$ cat src/hw/rtl/lisp_header_version_check_defines.svh
// ----------------------------------------------------------------------------
// lisp_header_version_check_defines.svh
// Assertion macros shared by the header version check block.
// ----------------------------------------------------------------------------
`ifndef LISP_HEADER_VERSION_CHECK_DEFINES_SVH
`define LISP_HEADER_VERSION_CHECK_DEFINES_SVH

// The condition must hold at every clock edge outside reset.
`define LHVC_ASSERT_ALWAYS(label, cond, msg) \
    label: assert property (@(posedge clk) disable iff (!rst_n) (cond)) \
        else $error(msg);

// When the antecedent holds, the consequent holds in the same cycle.
`define LHVC_ASSERT_IMPLIES(label, ante, cons, msg) \
    label: assert property (@(posedge clk) disable iff (!rst_n) (ante) |-> (cons)) \
        else $error(msg);

`endif

$ cat src/hw/rtl/lhvc_pkg.sv
// ----------------------------------------------------------------------------
// lhvc_pkg
// Types, codes and helpers for the LISP header map-version check.
// ----------------------------------------------------------------------------
package lhvc_pkg;

    localparam int VERSION_BITS = 12;
    localparam int COUNT_BITS   = 32;
    localparam int TOTAL_BITS   = 32;
    localparam int NONCE_BITS   = 24;
    localparam int LSB_BITS     = 32;
    localparam int FLAG_BITS    = 3;

    // Header flag positions.
    localparam int FLAG_N = 0;
    localparam int FLAG_V = 1;
    localparam int FLAG_L = 2;

    // Remote cache modes; mode three behaves as a versioned entry.
    localparam logic [1:0] RMODE_NONE = 2'd0;
    localparam int RMODE_VERSIONED_BIT = 1;

    // Notice codes.
    localparam logic [1:0] NOTICE_NONE           = 2'd0;
    localparam logic [1:0] NOTICE_REMOTE_STALE   = 2'd1;
    localparam logic [1:0] NOTICE_LOCAL_STALE    = 2'd2;
    localparam logic [1:0] NOTICE_STATUS_CHANGED = 2'd3;

    // Serial arithmetic window: WRAP is half the version space minus one.
    localparam logic [VERSION_BITS-1:0] VERSION_WRAP =
        VERSION_BITS'((1 << (VERSION_BITS - 1)) - 1);
    localparam logic [VERSION_BITS-1:0] VERSION_HALF =
        VERSION_BITS'(1 << (VERSION_BITS - 1));

    typedef struct packed {
        logic [FLAG_BITS-1:0]    header_flags;
        logic [NONCE_BITS-1:0]   nonce;
        logic [VERSION_BITS-1:0] dest_version;
        logic [VERSION_BITS-1:0] src_version;
        logic [LSB_BITS-1:0]     status_bits;
        logic                    local_versioned;
        logic [VERSION_BITS-1:0] local_version;
        logic [1:0]              remote_mode;
        logic [VERSION_BITS-1:0] remote_version;
        logic [LSB_BITS-1:0]     remote_status_bits;
        logic                    is_ipv6;
    } hdr_t;

    typedef struct packed {
        logic                  accept;
        logic [1:0]            notice;
        logic                  record_nonce;
        logic [NONCE_BITS-1:0] recorded_nonce;
        logic [TOTAL_BITS-1:0] bad_dest_total;
        logic [TOTAL_BITS-1:0] bad_src_total;
    } res_t;

    // Counter update request from the decision logic.
    typedef struct packed {
        logic family;
        logic dest;
        logic src;
    } bump_t;

    typedef struct packed {
        logic       accept;
        logic [1:0] notice;
        logic       record_nonce;
        bump_t      bump;
    } verdict_t;

    // True when version a is newer than version b under wrap-around ordering.
    function automatic logic newer_than(input logic [VERSION_BITS-1:0] a,
                                        input logic [VERSION_BITS-1:0] b);
        logic [VERSION_BITS-1:0] d_ab;
        logic [VERSION_BITS-1:0] d_ba;
        d_ab = a - b;
        d_ba = b - a;
        return ((a > b) && (d_ab < VERSION_WRAP)) || ((b > a) && (d_ba > VERSION_HALF));
    endfunction

endpackage

$ cat src/hw/rtl/lhvc_decide.sv
// ----------------------------------------------------------------------------
// lhvc_decide
// Classifies one registered header: acceptance, notice, nonce and counters.
// ----------------------------------------------------------------------------
module lhvc_decide
(
    input  lhvc_pkg::hdr_t     hdr,
    output lhvc_pkg::verdict_t verdict
);

    logic remote;
    logic remote_versioned;

    assign remote           = (hdr.remote_mode != lhvc_pkg::RMODE_NONE);
    assign remote_versioned = hdr.remote_mode[lhvc_pkg::RMODE_VERSIONED_BIT];

    always_comb
    begin
        verdict             = '0;
        verdict.accept      = 1'b1;
        verdict.notice      = lhvc_pkg::NOTICE_NONE;
        verdict.bump.family = hdr.is_ipv6;

        // The N bit takes precedence; versions are then ignored.
        if (hdr.header_flags[lhvc_pkg::FLAG_N])
        begin
            verdict.record_nonce = remote;
        end
        else if (hdr.header_flags[lhvc_pkg::FLAG_V])
        begin
            if (hdr.local_versioned && (hdr.dest_version != hdr.local_version))
            begin
                if (lhvc_pkg::newer_than(hdr.dest_version, hdr.local_version))
                begin
                    verdict.bump.dest = 1'b1;
                    verdict.accept    = 1'b0;
                end
                else
                begin
                    verdict.notice = lhvc_pkg::NOTICE_REMOTE_STALE;
                end
            end
            else if (remote && remote_versioned && (hdr.src_version != hdr.remote_version))
            begin
                if (lhvc_pkg::newer_than(hdr.src_version, hdr.remote_version))
                begin
                    verdict.notice = lhvc_pkg::NOTICE_LOCAL_STALE;
                end
                else
                begin
                    verdict.bump.src = 1'b1;
                    verdict.accept   = 1'b0;
                end
            end
        end

        // Locator status bits are only checked when no version notice was raised.
        if ((verdict.notice == lhvc_pkg::NOTICE_NONE) && hdr.header_flags[lhvc_pkg::FLAG_L]
            && remote && (hdr.status_bits != hdr.remote_status_bits))
        begin
            verdict.notice = lhvc_pkg::NOTICE_STATUS_CHANGED;
        end
    end

endmodule

$ cat src/hw/rtl/lhvc_counters.sv
// ----------------------------------------------------------------------------
// lhvc_counters
// Per-family saturating counters of rejected destination and source versions.
// ----------------------------------------------------------------------------
module lhvc_counters
#(
    parameter int COUNT_BITS = lhvc_pkg::COUNT_BITS
)
(
    input  logic                            clk,
    input  logic                            rst_n,
    input  logic                            update,
    input  lhvc_pkg::bump_t                 bump,
    output logic [lhvc_pkg::TOTAL_BITS-1:0] dest_total,
    output logic [lhvc_pkg::TOTAL_BITS-1:0] src_total
);

    localparam int EXT_BITS = (COUNT_BITS > lhvc_pkg::TOTAL_BITS) ?
                              COUNT_BITS : lhvc_pkg::TOTAL_BITS;

    logic [COUNT_BITS-1:0] dest_cnt_reg [2];
    logic [COUNT_BITS-1:0] src_cnt_reg  [2];
    logic [COUNT_BITS-1:0] dest_cnt_next;
    logic [COUNT_BITS-1:0] src_cnt_next;
    logic [COUNT_BITS-1:0] dest_cur;
    logic [COUNT_BITS-1:0] src_cur;
    logic [EXT_BITS-1:0]   dest_ext;
    logic [EXT_BITS-1:0]   src_ext;

    assign dest_cur = dest_cnt_reg[bump.family];
    assign src_cur  = src_cnt_reg[bump.family];

    // A full counter holds its maximum value.
    assign dest_cnt_next = (bump.dest && (dest_cur != '1)) ?
                           dest_cur + COUNT_BITS'(1) : dest_cur;
    assign src_cnt_next  = (bump.src && (src_cur != '1)) ?
                           src_cur + COUNT_BITS'(1) : src_cur;

    assign dest_ext   = EXT_BITS'(dest_cnt_next);
    assign src_ext    = EXT_BITS'(src_cnt_next);
    assign dest_total = dest_ext[lhvc_pkg::TOTAL_BITS-1:0];
    assign src_total  = src_ext[lhvc_pkg::TOTAL_BITS-1:0];

    always_ff @(posedge clk or negedge rst_n)
    begin
        if (!rst_n)
        begin
            dest_cnt_reg[0] <= '0;
            dest_cnt_reg[1] <= '0;
            src_cnt_reg[0]  <= '0;
            src_cnt_reg[1]  <= '0;
        end
        else if (update)
        begin
            dest_cnt_reg[bump.family] <= dest_cnt_next;
            src_cnt_reg[bump.family]  <= src_cnt_next;
        end
    end

endmodule

$ cat src/hw/rtl/lisp_header_version_check.sv
// ----------------------------------------------------------------------------
// lisp_header_version_check
// Map-version and locator-status check of received LISP data headers.
//
// Each header item on the hdr channel, together with the local and cached
// remote mapping data, yields exactly one result item on the res channel.
// The block is a two-register pipeline: an input register holds the header,
// short compare logic classifies it, and the result register holds the
// verdict along with the updated per-family reject counters. Sustained rate
// is one item per clock cycle while res_stall stays low. An accepted header
// moves from the input register into the result register, where it is held
// until res_stall is low. The result register frees the input side, so a new
// header is taken while a finished result waits; hdr_stall only rises when
// both registers are full and res_stall is high. The counters for IPv4 and
// IPv6 are cleared by reset, saturate at their maximum and are reported as
// the low 32 bits of the value after this item's update.
// ----------------------------------------------------------------------------
`include "lisp_header_version_check_defines.svh"

module lisp_header_version_check
#(
    parameter int COUNT_BITS = lhvc_pkg::COUNT_BITS
)
(
    input  logic           clk,
    input  logic           rst_n,

    input  logic           hdr_valid,
    output logic           hdr_stall,
    input  lhvc_pkg::hdr_t hdr,

    output logic           res_valid,
    input  logic           res_stall,
    output lhvc_pkg::res_t res
);

    // Input register stage.
    logic               s1_valid_reg;
    logic               s1_valid_next;
    lhvc_pkg::hdr_t     s1_hdr_reg;

    // Result register stage.
    logic               res_valid_reg;
    logic               res_valid_next;
    lhvc_pkg::res_t     res_reg;
    lhvc_pkg::res_t     res_next;

    lhvc_pkg::verdict_t verdict;
    logic               res_advance;
    logic               s1_advance;
    logic               hdr_take;
    logic [lhvc_pkg::TOTAL_BITS-1:0] dest_total;
    logic [lhvc_pkg::TOTAL_BITS-1:0] src_total;

    // Terms used by the checks at the end of the module.
    logic               res_rejected;
    logic               res_stale;
    logic               res_recording;
    logic               res_no_record;
    logic               res_nonce_clear;
    logic               pipe_full;

    // The result register can load whenever it is empty or being drained.
    assign res_advance = !res_valid_reg || !res_stall;
    assign s1_advance  = s1_valid_reg && res_advance;
    assign hdr_stall   = s1_valid_reg && !res_advance;
    assign hdr_take    = hdr_valid && !hdr_stall;

    assign s1_valid_next  = hdr_stall ? s1_valid_reg : hdr_valid;
    assign res_valid_next = res_advance ? s1_valid_reg : res_valid_reg;

    lhvc_decide u_decide
    (
        .hdr     (s1_hdr_reg),
        .verdict (verdict)
    );

    // Counters commit exactly when the item moves into the result register,
    // so the totals it carries include its own update.
    lhvc_counters
    #(
        .COUNT_BITS (COUNT_BITS)
    )
    u_counters
    (
        .clk        (clk),
        .rst_n      (rst_n),
        .update     (s1_advance),
        .bump       (verdict.bump),
        .dest_total (dest_total),
        .src_total  (src_total)
    );

    always_comb
    begin
        res_next.accept         = verdict.accept;
        res_next.notice         = verdict.notice;
        res_next.record_nonce   = verdict.record_nonce;
        res_next.recorded_nonce = verdict.record_nonce ? s1_hdr_reg.nonce : '0;
        res_next.bad_dest_total = dest_total;
        res_next.bad_src_total  = src_total;
    end

    always_ff @(posedge clk or negedge rst_n)
    begin
        if (!rst_n)
        begin
            s1_valid_reg  <= 1'b0;
            res_valid_reg <= 1'b0;
        end
        else
        begin
            s1_valid_reg  <= s1_valid_next;
            res_valid_reg <= res_valid_next;
        end
    end

    always_ff @(posedge clk)
    begin
        if (hdr_take)
        begin
            s1_hdr_reg <= hdr;
        end
        if (s1_advance)
        begin
            res_reg <= res_next;
        end
    end

    assign res_valid = res_valid_reg;
    assign res       = res_reg;

    assign res_rejected    = res_valid_reg && !res_reg.accept;
    assign res_stale       = (res_reg.notice == lhvc_pkg::NOTICE_REMOTE_STALE)
                             || (res_reg.notice == lhvc_pkg::NOTICE_LOCAL_STALE);
    assign res_recording   = res_valid_reg && res_reg.record_nonce;
    assign res_no_record   = res_valid_reg && !res_reg.record_nonce;
    assign res_nonce_clear = (res_reg.recorded_nonce == '0);
    assign pipe_full       = s1_valid_reg && res_valid_reg && res_stall;

    // A rejected header never carries a version staleness notice.
    `LHVC_ASSERT_IMPLIES(a_reject_no_stale, res_rejected, !res_stale, "stale notice on reject")
    // Nonce recording only happens on the nonce path, which never rejects.
    `LHVC_ASSERT_IMPLIES(a_record_accepts, res_recording, res_reg.accept, "nonce on reject")
    // The nonce value is zero whenever it is not to be recorded.
    `LHVC_ASSERT_IMPLIES(a_nonce_zero, res_no_record, res_nonce_clear, "stray nonce value")
    // The input side only stalls when both stages are full and the output stalls.
    `LHVC_ASSERT_ALWAYS(a_stall_only_full, !hdr_stall || pipe_full, "input stalled with room")

endmodule
$ cat config.mk
export PLATFORM = sky130hd
export DESIGN_NAME = lisp_header_version_check
export DESIGN_NICKNAME = d
export VERILOG_FILES = /design/src/hw/rtl/lhvc_pkg.sv /design/src/hw/rtl/lhvc_decide.sv /design/src/hw/rtl/lhvc_counters.sv /design/src/hw/rtl/lisp_header_version_check.sv
export VERILOG_INCLUDE_DIRS = /design/src /design/src/hw/rtl
export SDC_FILE = /design/constraint.sdc
export NUM_CORES = 1
export LEC_CHECK = 0
export BUFFER_PORTS_ARGS = -buffer_cell sky130_fd_sc_hd__buf_2
export CAP_MARGIN = 30
export CELL_PAD_IN_SITES_DETAIL_PLACEMENT = 1
export CELL_PAD_IN_SITES_GLOBAL_PLACEMENT = 1
export CORE_UTILIZATION = 48
export CTS_BUF_LIST = sky130_fd_sc_hd__clkbuf_4 sky130_fd_sc_hd__clkbuf_8
export CTS_CLUSTER_DIAMETER = 120
export CTS_CLUSTER_SIZE = 16
export DETAILED_ROUTE_END_ITERATION = 8
export PLACE_DENSITY = 0.94
export SLEW_MARGIN = 20
export SYNTH_ARGS = -nofsm -noshare
export SYNTH_HDL_FRONTEND = slang
export SYNTH_SLANG_ARGS = --single-unit
$ cat constraint.sdc
create_clock -name clk -period 5.7 [get_ports clk]
set_input_delay 0.855 -clock clk [delete_from_list [all_inputs] [get_ports clk]]
set_output_delay 0.855 -clock clk [all_outputs]
set_load 0.1 [all_outputs]
==> impl_metrics.yaml <==
placed_design:
  port_buffers: 240
  hpwl_mm: 34.85
  place_congestion: 0.8768
  placed_area_mm2: 0.01999
timing:
  tightestPinTransition_ns: 0.9533
  setup_viol: 0
  layout_min_cycle_time_ns: 4.324
  slew_headroom_pct: 36.44
  setup_tns_ns: 0
  timing.final.hold_violations: 0
  rsz0062_at_grt: "no"
  fin_skew_ns: 0.03447
  finalCritPeriodShare_pct: 75.85
  timing.fmax_ghz: 0.2313
  drv_slew: 0
  whs_ns: 0.2695
worst_setup_path:
  reg2reg_from: "s1_hdr_reg[48]"
  crit_buf_inv: 2
  cp-end-kind: "flop"
  r2r_cells: 12
  critPathLaunchType: "flop"
  path_common_cell: "xnor2_1"
  cp_num_cells: 12
  crit_end: "res[41]"
  max_stage_delay_ns: 0.65
  startpoint: "s1_hdr_reg[48]"
  cp_max_fo: 28
  reg2reg_to: "res[41]"
  crit_type: "flop to flop"
  cp_data_arrival_time_ns: 4.71
  ff2ff_setup_slack_ns: 1.38
  required_ns: 6.09
  worstPathCellList: "inv_1 -> ha_1 -> nor2b_1 -> o21bai_1 -> a21oi_1 -> a221oi_1 -> xnor2_1 -> nor4_1 -> o22a_2 -> buf_4 -> nor3_1 -> xnor2_1"
  crit_slowest_cell: "o22a_2"
  critPathTopFamily: "compound AO/OA/AOI/OAI gates"
global_routing:
  grt_overflow_total: 0
  grt_max_degree: 144
  grt_usage_pct: 25.14
  antenna_found_initial: 1
  grt_pass1_wl_mm: 76.86
  grt_pass1_vias: 14100
run_status:
  outcome: "finished clean"
synth:
  yosys.area.top_type: "edfxtp_1"
  synth_seq_cells: 365
  synth_area_mm2: 0.01834
  synth_most_common_cell: "edfxtp_1"
  ys_top_cells_by_area: "edfxtp_1 38%, dfrtp_1 18%, xor2_1 6.2%"
  synthTopCellsByCount: "235 x edfxtp_1, 130 x dfrtp_1, 129 x xor2_1"
  synth_edf_count: 235
  ys_seq_area_share_pct: 56.22
  async_flop_share_pct: 35.62
  synth.distinct_cells: 81
  netlist_instances: 1537
  synth_nets: 1736
  synth_top_area_share_pct: 38.48
  ys.flop_type: "edfxtp_1"
  synth.avg_cell_area_um2: 11.93
  synth_warnings: 0
pwr:
  p_int_mw: 3.791
  seqPwrFrac_pct: 55.2
  swShare_pct: 31.48
  p_clk_share_pct: 25.6
  p_per_area_mw_per_mm2: 269.8
  p_leak_nw: 8.638
  switching_power_mw: 1.741
  peakVddDrop_mv: 0.2120
  power.share.combinational_pct: 19.2
clock_tree:
  cts.reportedPaths.clkPinSlew_ns: 0.12
  cts_tree: "built"
  cts-resized-gates: 0
  postCtsHoldBufs: 0
  htree_levels: 1
  clock_latency_ns: 0.64
  clock_sinks: 365
  cts_setup_buffers: 0
  cts_made_buffers: 26
  clockBufferDepth: 3
  clockRootBuffer: "clkbuf_8"
job:
  cap_violations: 0
routing:
  routed_via_density: 5.688
  drt.antenna.violating_nets: 0
  drc: 0
  finalWirelength_mm: 48.80
  drtIter0Drc: 809
  wire_per_inst_um: 21.41
  dr.pass1.iters: 5
  num_vias: 12960
die:
  core_mm2: 0.03767
  die_x_um: 197.5
  floorplan.initialDensity_pct: 48.68
  die_area_mm2: 0.03899
  io_pins: 241
  die_y_um: 197.5
  rows: 71
finish:
  area_growth_pct: 11.80
  drive_gt1_share_pct: 18.83
  nNetsFinal: 1949
  fillCellCount: 4034
  final_area_mm2: 0.02050
  n_antenna_cell: 0
  largest_register_ffs: 143
min_path:
  hp-class: "input port to async pin"
-- worst min path at each step --
stage | from | slack [ns] | to | cells after the start
6_report | rst_n | 0.27 | u_counters.src_cnt_reg[15] | 1
5_1_grt | rst_n | 0.27 | u_counters.dest_cnt_reg[11] | 1
4_1_cts | rst_n | 0.23 | u_counters.dest_cnt_reg[11] | 1
3_5_place_dp | u_counters.dest_cnt_reg[57] | 0.45 | u_counters.dest_cnt_reg[57] | 1
3_3_place_gp | u_counters.dest_cnt_reg[57] | 0.45 | u_counters.dest_cnt_reg[57] | 1
2_1_floorplan | u_counters.dest_cnt_reg[54] | 0.43 | u_counters.dest_cnt_reg[54] | 1
-- per-layer routing --
metal	part of all wire, %	global-route usage, %	up-vias	wire length (um)
met2	50	44.61	405	24620
li1	-	-	5954	-
met1	41	31.41	6523	20210
met3	5.7	4.320	80	2797
met5	0.025	0	-	12
met4	2.4	7.092	2	1162
-- cell families (layout without fill, tap and decap cells) --
group | count (synthesis) | in the layout | share of synthesized area (%)
compound gates | 221 | 221 | 8.529
xor+xnor | 231 | 231 | 11.03
fa+ha+maj | 52 | 52 | 3.630
buf+inv | 137 | 368 | 3.473
flops | 365 | 365 | 56.22
mux | 48 | 48 | 2.681
simple gates | 483 | 483 | 14.43
-- through the flow --
stage | util [%] | setup slack (ns) | total power, mW | std cells
floorplan | - | 0.8477 | 3.884 | 1537
global placement | 52.95 | 1.130 | 4.112 | 2230
detailed placement | 53.08 | 1.476 | 4.165 | 2233
CTS | 54.43 | 1.404 | 5.572 | 2279
global route | 54.43 | 1.115 | 5.731 | 2279
finish | 54.43 | 1.376 | 5.532 | 2279
-- layout make-up --
cell class	count	area (um^2)	share of cell area, %
clock buffers	44	493.0	2.405
clock inverters	2	13.76	0.06713
inverters	62	232.7	1.135
multi-input cells	1035	7406	36.12
flip-flops and latches	365	10310	50.29
well taps	511	639.4	3.119
repair buffers	260	1406	6.860
-- power by group through the flow --
| stage | Clock [mW] | Sequential, mW | Combinational (mW) |
|---|---|---|---|
| 3_3_place_gp | 0 | 3.10 | 1.02 |
| 2_1_floorplan | 0 | 3.44 | 0.440 |
| 4_1_cts | 1.45 | 3.06 | 1.06 |
| 5_1_grt | 1.53 | 3.07 | 1.13 |
| 3_5_place_dp | 0 | 3.11 | 1.06 |
| 6_report | 1.42 | 3.05 | 1.06 |
-- layout by cell type (no fill, tap or decap), types with 4 or more instances in the layout --
| cell type | count |
|---|---|
| a211oi_1 | 5 |
| a21o_1 | 24 |
| a21oi_1 | 70 |
| a221oi_1 | 4 |
| a31oi_1 | 6 |
| a32o_1 | 18 |
| a32oi_1 | 8 |
| and2_1 | 29 |
| and3_1 | 22 |
| and4_1 | 5 |
| buf_2 | 239 |
| buf_4 | 16 |
| clkbuf_4 | 18 |
| clkbuf_8 | 26 |
| dfrtp_1 | 130 |
| edfxtp_1 | 235 |
| ha_1 | 50 |
| inv_1 | 62 |
| mux2_2 | 9 |
| mux2i_1 | 39 |
| nand2_1 | 78 |
| nand2b_1 | 10 |
| nand3_1 | 77 |
| nand3b_1 | 22 |
| nand4_1 | 22 |
| nand4b_1 | 5 |
| nor2_1 | 46 |
| nor2b_1 | 35 |
| nor3_1 | 74 |
| nor3b_1 | 9 |
| nor4_1 | 28 |
| o21a_1 | 12 |
| o21ai_0 | 22 |
| o21bai_1 | 6 |
| xnor2_1 | 102 |
| xor2_1 | 129 |
Note: power is estimated with default switching activity, not from simulation.
